### src/hdl/csf_ram.sv
// Simple dual-port RAM, one write port, one registered read port.
`default_nettype none

module csf_ram #(
  parameter  int WIDTH = 8,
  parameter  int DEPTH = 16,
  localparam int AW    = $clog2(DEPTH)
) (
  input  logic             clk,
  input  logic             we,
  input  logic [AW-1:0]    waddr,
  input  logic [WIDTH-1:0] wdata,
  input  logic             re,
  input  logic [AW-1:0]    raddr,
  output logic [WIDTH-1:0] rdata
);

  logic [WIDTH-1:0] mem [DEPTH];

  always_ff @(posedge clk) begin
    if (we) begin
      mem[waddr] <= wdata;
    end
  end

  // read-during-write to the same address returns the old word
  always_ff @(posedge clk) begin
    if (re) begin
      rdata <= mem[raddr];
    end
  end

endmodule

`default_nettype wire

### config.mk
export PLATFORM = sky130hd
export DESIGN_NAME = csf_ram
export DESIGN_NICKNAME = d
export VERILOG_FILES = /design/src/hdl/csf_ram.sv
export SDC_FILE = /design/constraint.sdc
export NUM_CORES = 1
export LEC_CHECK = 0
export ABC_AREA = 0
export BUFFER_PORTS_ARGS = -buffer_cell sky130_fd_sc_hd__buf_2
export CAP_MARGIN = 20
export CORE_MARGIN = 2
export CORE_UTILIZATION = 54
export DETAILED_ROUTE_END_ITERATION = 8
export GPL_TIMING_DRIVEN = 0
export PLACE_DENSITY = 0.71
export SLEW_MARGIN = 25
export SYNTH_ARGS = -nofsm -noshare
export SYNTH_HDL_FRONTEND = slang
export SYNTH_SLANG_ARGS = --single-unit
### constraint.sdc
create_clock -name clk -period 1.7 [get_ports clk]
set_input_delay 0.085 -clock clk [delete_from_list [all_inputs] [get_ports clk]]
set_output_delay 0.085 -clock clk [all_outputs]
set_load 0.02 [all_outputs]
==> impl_metrics.py <==
metrics = {
    "outcome": {
        "status": "complete, no violations",
    },
    "global_route": {
        "grt_max_degree": 17,
        "grtUsageTotal": 0.211,
        "antenna_found_initial": 0,
        "overflow": 0,
        "grt_pass1_wl_mm": 14.9,
        "grt_pass1_vias": 2536,
    },
    "floorplanning": {
        "die-area_um2": 10500,
        "placement_rows": 35,
        "die_h_um": 102,
        "start_util": 0.560,
        "num_io_pins": 27,
        "core_um2": 9330,
        "die_x_um": 102,
    },
    "synth": {
        "syn_area_um2": 5230,
        "synthCells": 229,
        "syn_nets": 248,
        "synth_cell_types": 18,
        "yosys_register_bits": 136,
        "yosys_warnings": 0,
        "ys_seq_area_frac": 0.781,
        "syn_avg_cell_area_um2": 22.8,
    },
    "setup_path": {
        "arrival_ps": 1820,
        "required_ps": 1960,
        "timing.rr.end": "rdata[0]",
        "r2r_cells": 3,
        "start_kind": "flop",
        "crit_type": "reg2reg",
        "cp-end-kind": "flop",
        "crit_start": "mem[5][0]",
        "r2r-start": "mem[5][0]",
        "crit_fanout": 1,
        "r2r_slack_ps": 130,
    },
    "clocking": {
        "ctsRootBufferMaster": "clkbuf_8",
        "path_clk_slew_ps": 60,
        "cts_tree": "yes",
        "cts.sinks": 136,
        "numCtsBuffers": 17,
        "post_cts_resize_count": 0,
        "htreeDepth": 4,
        "clk_latency_ps": 510,
        "cts_buffer_depth": 2,
        "cts_setup_buffers": 0,
    },
    "drt": {
        "drt_iter0_markers": 339,
        "post_drt_wl_per_cell_um": 23.1,
        "drc": 0,
        "viasPerCell": 5.81,
        "drt_pass1_iterations": 4,
        "drtAntennaViolNets": 0,
        "routed-via-count": 2463,
        "routed_wl_mm": 9.79,
    },
    "layout": {
        "syn2layout_area_growth_pct": 18.8,
        "fin_util": 0.666,
        "stdcell_area_um2": 6210,
        "drive_above_1_share": 0.278,
        "mostFrequentLayoutCells": "edfxtp_1 (136), buf_2 (28), mux4_2 (18)",
        "final_nets": 301,
        "layout.cells.non_filler": 424,
        "final_common_cell": "edfxtp_1",
        "num_antenna_cells": 0,
    },
    "sta": {
        "fmax_mhz": 639,
        "min_period_ps": 1570,
        "report.final.slew_viol_count": 0,
        "setup_tns_ps": 0,
        "setup_viol": 0,
        "maxSlewHeadroom": 0.445,
        "tightest_slew_ps": 830,
        "period_share": 0.921,
        "whs_ps": 118,
        "clock-skew-final_ps": 10.4,
        "hold_viol_final": 0,
        "layout_setup_ws_ps": 134,
        "rsz0062_at_grt": "no",
    },
    "power": {
        "power.total_mw": 7.80,
        "max-vdd-ir-drop_mv": 0.789,
        "powerDensity_nw_per_um2": 1260,
        "leakage_nw": 2.08,
    },
    "min_path": {
        "hold_depth": 2,
        "hold_start": "waddr[1]",
        "hold_path_class": "in2reg",
        "hold_end": "mem[0][5]",
    },
    "place": {
        "dp_hpwl_mm": 6.00,
        "numPortBuffers": 25,
        "dp.cells": 383,
        "post-place-ws_ps": -80.7,
        "gp_congestion": 0.706,
        "place_area_um2": 5530,
    },
    "run": {
        "drv_cap": 0,
    },
}
[kinds of logic (layout without fill, tap and decap cells)]
family	after synthesis	count (layout)	share of synthesized area
AOI/OAI and AO/OA	16	16	0.0230
buffers and inverters	10	76	0.0165
DFF	136	136	0.781
muxes	32	32	0.148
and+or+nand+nor	35	35	0.0314
[state kept, by name, indices dropped and copies added, names as in the netlist]
signal and flops:
mem 128, rdata 8
[layout make-up]
type / count / area (um2)
multi-input combinational: 83 / 1080
clock buffer: 23 / 437
fill: 584 / 3120
timing repair buffer: 34 / 215
tap: 129 / 161
buffer: 10 / 86.3
clock inverter: 9 / 149
sequential: 136 / 4080
[how the worst max path moves through the flow]
| stage | end | slack [ps] | cells after the start |
|---|---|---|---|
| floorplan | mem[0][0] | 120 | 2 |
| global placement | mem[0][4] | -430 | 3 |
| detailed placement | mem[1][4] | -80 | 3 |
| CTS | rdata[0] | 120 | 3 |
| global route | rdata[0] | 80 | 3 |
| finish | rdata[0] | 130 | 3 |
[worst max-delay path: stages, from the launching register on]
cell      delay, ps
edfxtp_1        370
mux4_1          570
a22oi_1         290
nand2_1          90
[cell usage after synthesis]
| cell | n | area (um2) |
|---|---|---|
| edfxtp_1 | 136 | 4080 |
| mux4_2 | 18 | 405 |
| a22oi_1 | 16 | 120 |
| mux4_1 | 14 | 368 |
| nor2_1 | 13 | 48.8 |
| nand2_1 | 9 | 33.8 |
| nor3_1 | 4 | 20.0 |
| buf_2 | 3 | 15.0 |
| buf_6 | 3 | 33.8 |
| clkdlybuf4s25_2 | 3 | 30.0 |
| nand2b_1 | 2 | 12.5 |
| nand3b_1 | 2 | 15.0 |
| and2_1 | 1 | 6.26 |
| and2b_1 | 1 | 7.51 |
| buf_4 | 1 | 7.51 |
| nand3_1 | 1 | 5.00 |
| nor2b_1 | 1 | 6.26 |
| or3b_2 | 1 | 8.76 |
[power breakdown]
| part | switching [mW] | internal [mW] | leakage (nW) |
|---|---|---|---|
| sequential | 0.0163 | 3.78 | 1.24 |
| combinational | 0.228 | 0.159 | 0.560 |
| clock | 1.25 | 2.37 | 0.279 |
[routing by layer]
metal	GRT usage	wire length [um]	share of wire
met5	0	0	0
met4	0.0851	192	0.020
met3	0.0657	653	0.067
met2	0.317	4890	0.50
met1	0.294	4050	0.41
[repair_timing]
action,in CTS,in global routing
endpoints found under the hold margin,136,0
setup endpoints to repair,0,0
hold buffers,9,0
No activity file was read; power rests on OpenSTA's default activity.
