<file path="src/hdl/csf_pkg.sv">
// Shared constants and types of the carrier-smoothed code filter.
`default_nettype none

package csf_pkg;

  // Field widths
  localparam int SAT_W   = 6;
  localparam int SIG_W   = 3;
  localparam int TIME_W  = 32;
  localparam int RANGE_W = 36;
  localparam int AID_W   = 37;
  localparam int ID_W    = 8;
  localparam int MODE_W  = 2;
  localparam int GAIN_W  = 17;

  localparam int NUM_SATS    = 1 << SAT_W;
  localparam int NUM_SIGNALS = 1 << SIG_W;
  localparam int CH_W        = SAT_W + SIG_W;
  localparam int NUM_CH      = NUM_SATS * NUM_SIGNALS;

  // Datapath widths
  localparam int PRED_W = AID_W + 2;            // last + aid - last_aid
  localparam int DIFF_W = PRED_W + 1;           // code - pred
  localparam int FRAC_W = 16;                   // gain is Q1.16
  localparam int PROD_W = DIFF_W + GAIN_W;      // |diff| * 2^16 fits
  localparam int Q_W    = PROD_W - FRAC_W;
  localparam int RES_W  = Q_W + 1;

  localparam logic [GAIN_W-1:0] GAIN_ONE   = GAIN_W'(1 << FRAC_W);
  localparam logic [PROD_W-1:0] ROUND_HALF = PROD_W'(1 << (FRAC_W - 1));

  // Configuration port
  localparam int CFG_IDX_W  = 2;
  localparam int CFG_DATA_W = 32;

  localparam logic [CFG_IDX_W-1:0] REG_MODE   = 2'd0;
  localparam logic [CFG_IDX_W-1:0] REG_GAIN   = 2'd1;
  localparam logic [CFG_IDX_W-1:0] REG_WINDOW = 2'd2;

  localparam logic [MODE_W-1:0] MODE_NONE    = 2'd0;
  localparam logic [MODE_W-1:0] MODE_DOPPLER = 2'd1;
  localparam logic [MODE_W-1:0] MODE_PHASE   = 2'd2;

  // Per-satellite window entry
  typedef struct packed {
    logic              started;
    logic [TIME_W-1:0] start;
  } csf_win_t;

  // Per-channel filter entry
  typedef struct packed {
    logic               used;
    logic [ID_W-1:0]    aid_id;
    logic [AID_W-1:0]   aid;
    logic [RANGE_W-1:0] smoothed;
  } csf_chan_t;

  // Item traveling down the arithmetic pipeline
  typedef struct packed {
    logic [CH_W-1:0]    ch;
    logic [RANGE_W-1:0] code;
    logic [AID_W-1:0]   aid;
    logic [ID_W-1:0]    aid_id;
    logic [PRED_W-1:0]  pred;
    logic               smooth;
    logic               upd;
  } csf_item_t;

endpackage

`default_nettype wire

</file>
<file path="src/hdl/csf_arith.sv">
// Filter update pipeline: difference, gain multiply, rounding and saturation.
`default_nettype none

module csf_arith import csf_pkg::*; (
  input  logic               clk,
  input  logic               rst_n,
  input  logic               adv,
  input  logic               a_valid,
  input  csf_item_t          a_item,
  input  logic [GAIN_W-1:0]  gain,
  input  logic [CH_W-1:0]    chk_ch,
  output logic               chk_hit,
  output logic               d_valid,
  output csf_item_t          d_item,
  output logic [RANGE_W-1:0] d_range
);

  logic b_valid_r, c_valid_r, d_valid_r;
  csf_item_t b_item_r, c_item_r, d_item_r;

  logic signed [DIFF_W-1:0]        diff;
  logic signed [DIFF_W-1:0]        c_diff_r;
  logic signed [GAIN_W:0]          gain_s;
  logic signed [DIFF_W+GAIN_W:0]   prod_full;
  logic        [PROD_W-1:0]        d_prod_r;
  logic        [PROD_W-1:0]        rsum;
  logic signed [Q_W-1:0]           q;
  logic signed [PRED_W-1:0]        d_pred;
  logic signed [RES_W-1:0]         res;
  logic        [RANGE_W-1:0]       res_sat;

  // stage B: innovation
  assign diff = $signed({{(DIFF_W-RANGE_W){1'b0}}, b_item_r.code})
              - $signed({b_item_r.pred[PRED_W-1], b_item_r.pred});

  // stage C: weight by gain
  assign gain_s    = $signed({1'b0, gain});
  assign prod_full = c_diff_r * gain_s;

  // stage D: round half up, add back to prediction, clamp
  assign rsum   = d_prod_r + ROUND_HALF;
  assign q      = $signed(rsum[PROD_W-1:FRAC_W]);
  assign d_pred = $signed(d_item_r.pred);
  assign res    = $signed({{(RES_W-PRED_W){d_pred[PRED_W-1]}}, d_pred})
                + $signed({q[Q_W-1], q});

  always_comb begin
    if (res[RES_W-1]) begin
      res_sat = '0;
    end else if (res[RES_W-2:RANGE_W] != '0) begin
      res_sat = '1;
    end else begin
      res_sat = res[RANGE_W-1:0];
    end
  end

  always_ff @(posedge clk) begin
    if (!rst_n) begin
      b_valid_r <= 1'b0;
      c_valid_r <= 1'b0;
      d_valid_r <= 1'b0;
    end else if (adv) begin
      b_valid_r <= a_valid;
      c_valid_r <= b_valid_r;
      d_valid_r <= c_valid_r;
    end
  end

  always_ff @(posedge clk) begin
    if (adv) begin
      b_item_r <= a_item;
      c_item_r <= b_item_r;
      c_diff_r <= diff;
      d_item_r <= c_item_r;
      d_prod_r <= prod_full[PROD_W-1:0];
    end
  end

  assign chk_hit = (b_valid_r && b_item_r.ch == chk_ch) ||
                   (c_valid_r && c_item_r.ch == chk_ch) ||
                   (d_valid_r && d_item_r.ch == chk_ch);

  assign d_valid = d_valid_r;
  assign d_item  = d_item_r;
  assign d_range = d_item_r.smooth ? res_sat : d_item_r.code;

endmodule

`default_nettype wire

</file>
<file path="config.mk">
export PLATFORM = sky130hd
export DESIGN_NAME = csf_arith
export DESIGN_NICKNAME = d
export VERILOG_FILES = /design/src/hdl/csf_pkg.sv /design/src/hdl/csf_arith.sv
export SDC_FILE = /design/constraint.sdc
export NUM_CORES = 2
export LEC_CHECK = 0
export ABC_CLOCK_PERIOD_IN_PS = 8100
export BUFFER_PORTS_ARGS = -buffer_cell sky130_fd_sc_hd__buf_2
export CAP_MARGIN = 10
export CORE_ASPECT_RATIO = 0.7
export CORE_MARGIN = 10
export CORE_UTILIZATION = 47
export CTS_BUF_LIST = sky130_fd_sc_hd__clkbuf_8
export DETAILED_ROUTE_END_ITERATION = 16
export SLEW_MARGIN = 20
export SYNTH_ARGS = -nofsm -noshare
export SYNTH_HDL_FRONTEND = slang
export SYNTH_SLANG_ARGS = --single-unit
</file>
<file path="constraint.sdc">
create_clock -name clk -period 8.1 [get_ports clk]
set_input_delay 0.405 -clock clk [delete_from_list [all_inputs] [get_ports clk]]
set_output_delay 0.405 -clock clk [all_outputs]
set_load 0.02 [all_outputs]
</file>
==> reports/metrics.csv <==
stage;metric;value;unit
logic_synthesis;post-synthesis simple-gate area fraction;11.7;%
die;io pins;330;
cts;clock sink count;478;
sta;min Tclk post-route;7.80;ns
logic_synthesis;Post-synth EDFFs;475;
die;Core Area;0.0885;mm^2
finish;FILL cells;7698;
finish;Area Overhead vs Synth;14.3;%
logic_synthesis;Cell variety after synth;77;
logic_synthesis;Seq/Total Area, Yosys;34.0;%
sta;Slew HR;27.1;%
finish;area of the multi-input gates;0.0245;mm^2
worst_setup_path;Critical Path Fanout Max;15;
routing;Met3 Wirelength;9.47;mm
worst_setup_path;largest stage delay on the critical path;0.70;ns
routing;M1 WL;52.2;mm
grt;Tot GR Track Use;22.1;%
die;Initial Util;47.6;%
logic_synthesis;post-synth top area share;33.9;%
die;row count;91;
placed_design;RePlAce Congestion;0.908;
placed_design;I/O Buffers;329;
finish;share of cells above drive strength 1;12.5;%
logic_synthesis;mux cell area share after synthesis;0.0713;%
logic_synthesis;Ys Warns;0;
cts;Root Buffer;clkbuf_8;
routing;DRC Markers;0;
sta;smallest hold slack;0.319;ns
cts;Bufs on Longest Clock Path;3;
worst_setup_path;critical path type;register to register;
placed_design;placed wire-length estimate;88.3;mm
sta;Final Hold Viols;0;
logic_synthesis;Synth Area in Compound Gates;6.20;%
cts;Clock transition at path regs;0.06;ns
routing;Initial DRT Pass Iterations;6;
logic_synthesis;Synth Area in XOR/XNOR;3.85;%
logic_synthesis;post-synth top area cell;edfxtp_1;
logic_synthesis;top cells by area, synth;edfxtp_1, fa_1, inv_1;
routing;drt wl/cell;20.3;um
routing;wire length on met2;47.3;mm
die;Die W;378;um
worst_setup_path;Worst setup EP type;register;
grt;wire length of the first global-routing pass;176;mm
sta;final number of setup-violating endpoints;0;
routing;routed vias/inst;5.18;
logic_synthesis;main combinational cell family by area after synthesis;adder cells;
routing;antenna-violating nets left;0;
logic_synthesis;Avg Inst Size Synth;11.2;um^2
worst_setup_path;critical path data required time;8.52;ns
run;Max Cap Viol;0;
logic_synthesis;Synth async-reset ratio;0;%
worst_setup_path;Cell Chain, Critical Path;and2_1 > fa_1 > inv_1 > fa_1 > fa_1 > inv_1 > fa_1 > fa_1 > inv_1 > fa_1 > inv_1 > ha_1 > nand4_1 > nor4_1 > nand2_1 > or4b_2 > a2111oi_0 > buf_4 > nor2_1 > o21ai_1 > o21a_1 > nor2_1 > xnor2_1;
worst_setup_path;Startpoint Class;register;
logic_synthesis;Post-synth top flop;edfxtp_1;
cts;TritonCTS clock tree;built;
sta;worst-margin pin slew;1.09;ns
finish;Sequential Area;0.0143;mm^2
die;Die H;270;um
logic_synthesis;Synthesized Nets;4771;
logic_synthesis;Synth Instances;3768;
grt;total gr overflow;0;
min_path;hold crit path type;input port to register;
grt;initial antenna violation count;1;
sta;clock skew;0.0548;ns
logic_synthesis;adder-cell area share of the yosys netlist;36.3;%
grt;pin count of the biggest net entering global routing;182;
worst_setup_path;slowest CP cell;edfxtp_1;
cts;Clock Latency Late Sink;0.68;ns
routing;Top Layer Used;met4;
cts;total clock buffers created by CTS;79;
worst_setup_path;Worst EP arrival;8.22;ns
finish;antenna cells;0;
die;die area;0.102;mm^2
finish;final net count;5252;
routing;final wirelength;111;mm
sta;RSZ-0062 raised after global routing;false;
sta;Fin Setup TNS;0;ns
cts;H-tree depth;3;
sta;fin. max-slew vios;0;
sta;Fmax;128;MHz
routing;drt first-iter violations;2109;
logic_synthesis;post-synthesis instance area;0.0421;mm^2
routing;Vias;28300;
logic_synthesis;#FFs+latches synth;478;
status;outcome;finished clean;
worst_setup_path;most frequent cell on the critical path;fa_1;
grt;vias in the first global route;30000;
worst_setup_path;r2r setup slk;0.30;ns
sta;final cycle utilization of the critical path;96.3;%
==> critical path: cells and delay by family, from the launching register on <==
family,cells,cell delay [ns]
simple gates,7,1.88
buf+inv,5,0.42
flops,1,0.70
fa+ha+maj,7,3.48
compound gates,3,0.92
xor+xnor,1,0.12
==> synthesized netlist by cell type, types with 10 or more instances <==
library cell and number:
edfxtp_1 475, o21ai_0 45, nor2b_1 13, o21a_1 21, and2_1 287, nand2_1 468
nand4_1 27, xnor2_1 103, xor2_1 82, nand3_1 53, and3_1 16, a21o_1 61
a221o_1 32, o21bai_1 10, ha_1 206, nor4_1 14, fa_1 636, inv_1 730
nor2_1 83, clkbuf_1 131, a31oi_1 12, nor3_1 21, a21oi_1 111
==> metal layers <==
layer  global-route usage (%)  up-vias
li1                         -    13000
met1                     33.5    14200
met2                     32.1      995
met3                     5.09      117
met4                     4.36        0
met5                        0        -
==> state kept, by name, indices dropped and copies added, names as in the netlist <==
| signal | cells |
|---|---|
| b_item_r | 131 |
| c_item_r | 131 |
| d_item | 92 |
| d_prod_r | 42 |
| c_diff_r | 40 |
| d_pred | 39 |
| b_valid_r | 1 |
| c_valid_r | 1 |
| d_valid | 1 |
==> path summary, 6_finish.rpt <==
| path | from | endpoint | cells after the start |
|---|---|---|---|
| setup / recovery | c_diff_r[29]$_DFFE_PP_ | d_prod_r[55]$_DFFE_PP_ | 23 |
| hold / removal | adv | c_item_r[130]$_DFFE_PP_ | 1 |
| setup reg to reg | c_diff_r[29]$_DFFE_PP_ | d_prod_r[55]$_DFFE_PP_ | 23 |
| hold reg to reg | b_item_r[74]$_DFFE_PP_ | c_item_r[74]$_DFFE_PP_ | 0 |
==> placed cells by master (no fill, tap or decap), types with 6 or more instances in the layout <==
cell / synthesis / layout
a221o_1: 32 / 32
o31ai_1: 8 / 7
a221o_2: 6 / 6
ha_1: 206 / 206
nand3_1: 53 / 53
fa_1: 636 / 636
xor2_1: 82 / 82
and2_1: 287 / 287
nand4_1: 27 / 27
a211oi_1: 7 / 7
clkinv_1: 0 / 14
a21oi_1: 111 / 111
xnor2_1: 103 / 103
nor4_1: 14 / 14
o21bai_1: 10 / 10
and3_1: 16 / 16
o21ai_0: 45 / 45
nor2b_1: 13 / 13
dlygate4sd3_1: 0 / 133
inv_1: 730 / 750
o21a_1: 21 / 21
buf_2: 2 / 328
nand2b_1: 8 / 8
clkbuf_8: 0 / 81
o211ai_1: 6 / 6
a31oi_1: 12 / 11
clkinv_2: 0 / 12
nor2_1: 83 / 83
buf_12: 0 / 7
nand2_1: 468 / 468
nor3_1: 21 / 21
edfxtp_1: 475 / 475
buf_4: 0 / 71
a21o_1: 61 / 61
==> kinds of logic after synthesis <==
kind of cell | count (synthesis)
and+or+nand+nor | 1015
buffers and inverters | 871
adders and majority gates | 842
DFF | 478
AOI/OAI and AO/OA | 374
xor gates and xnor gates | 185
muxes | 3
==> metrics by stage <==
step                      cells  cell area, um^2  util, %  setup WS (ns)
after floorplan            3768            42100        -           1.24
after detailed placement   5192            45300     51.2         0.0174
final                      5465            48200     54.4          0.303
after global placement     5192            45300     51.2          0.103
after CTS                  5460            48100     54.4          0.103
after global routing       5465            48200     54.4         0.0156
==> repair_timing <==
action | CTS | global route
resized for setup | 0 | 2
setup endpoints to repair | 0 | 39
hold buffers | 133 | 0
hold endpoints to repair | 134 | 0
buffers inserted | 0 | 5
==> layout make-up <==
type | instances | area share, %
Multi-Input combinational cell | 2419 | 50.9
Sequential cell | 478 | 29.7
Clock buffer | 81 | 2.31
Timing Repair Buffer | 540 | 7.60
Inverter | 731 | 5.70
Clock inverter | 54 | 0.714
Tap cell | 1162 | 3.02
Power is left out: the tool's default activity adds up to more than one toggle a clock period on the data nets, which glitch-free logic cannot reach.
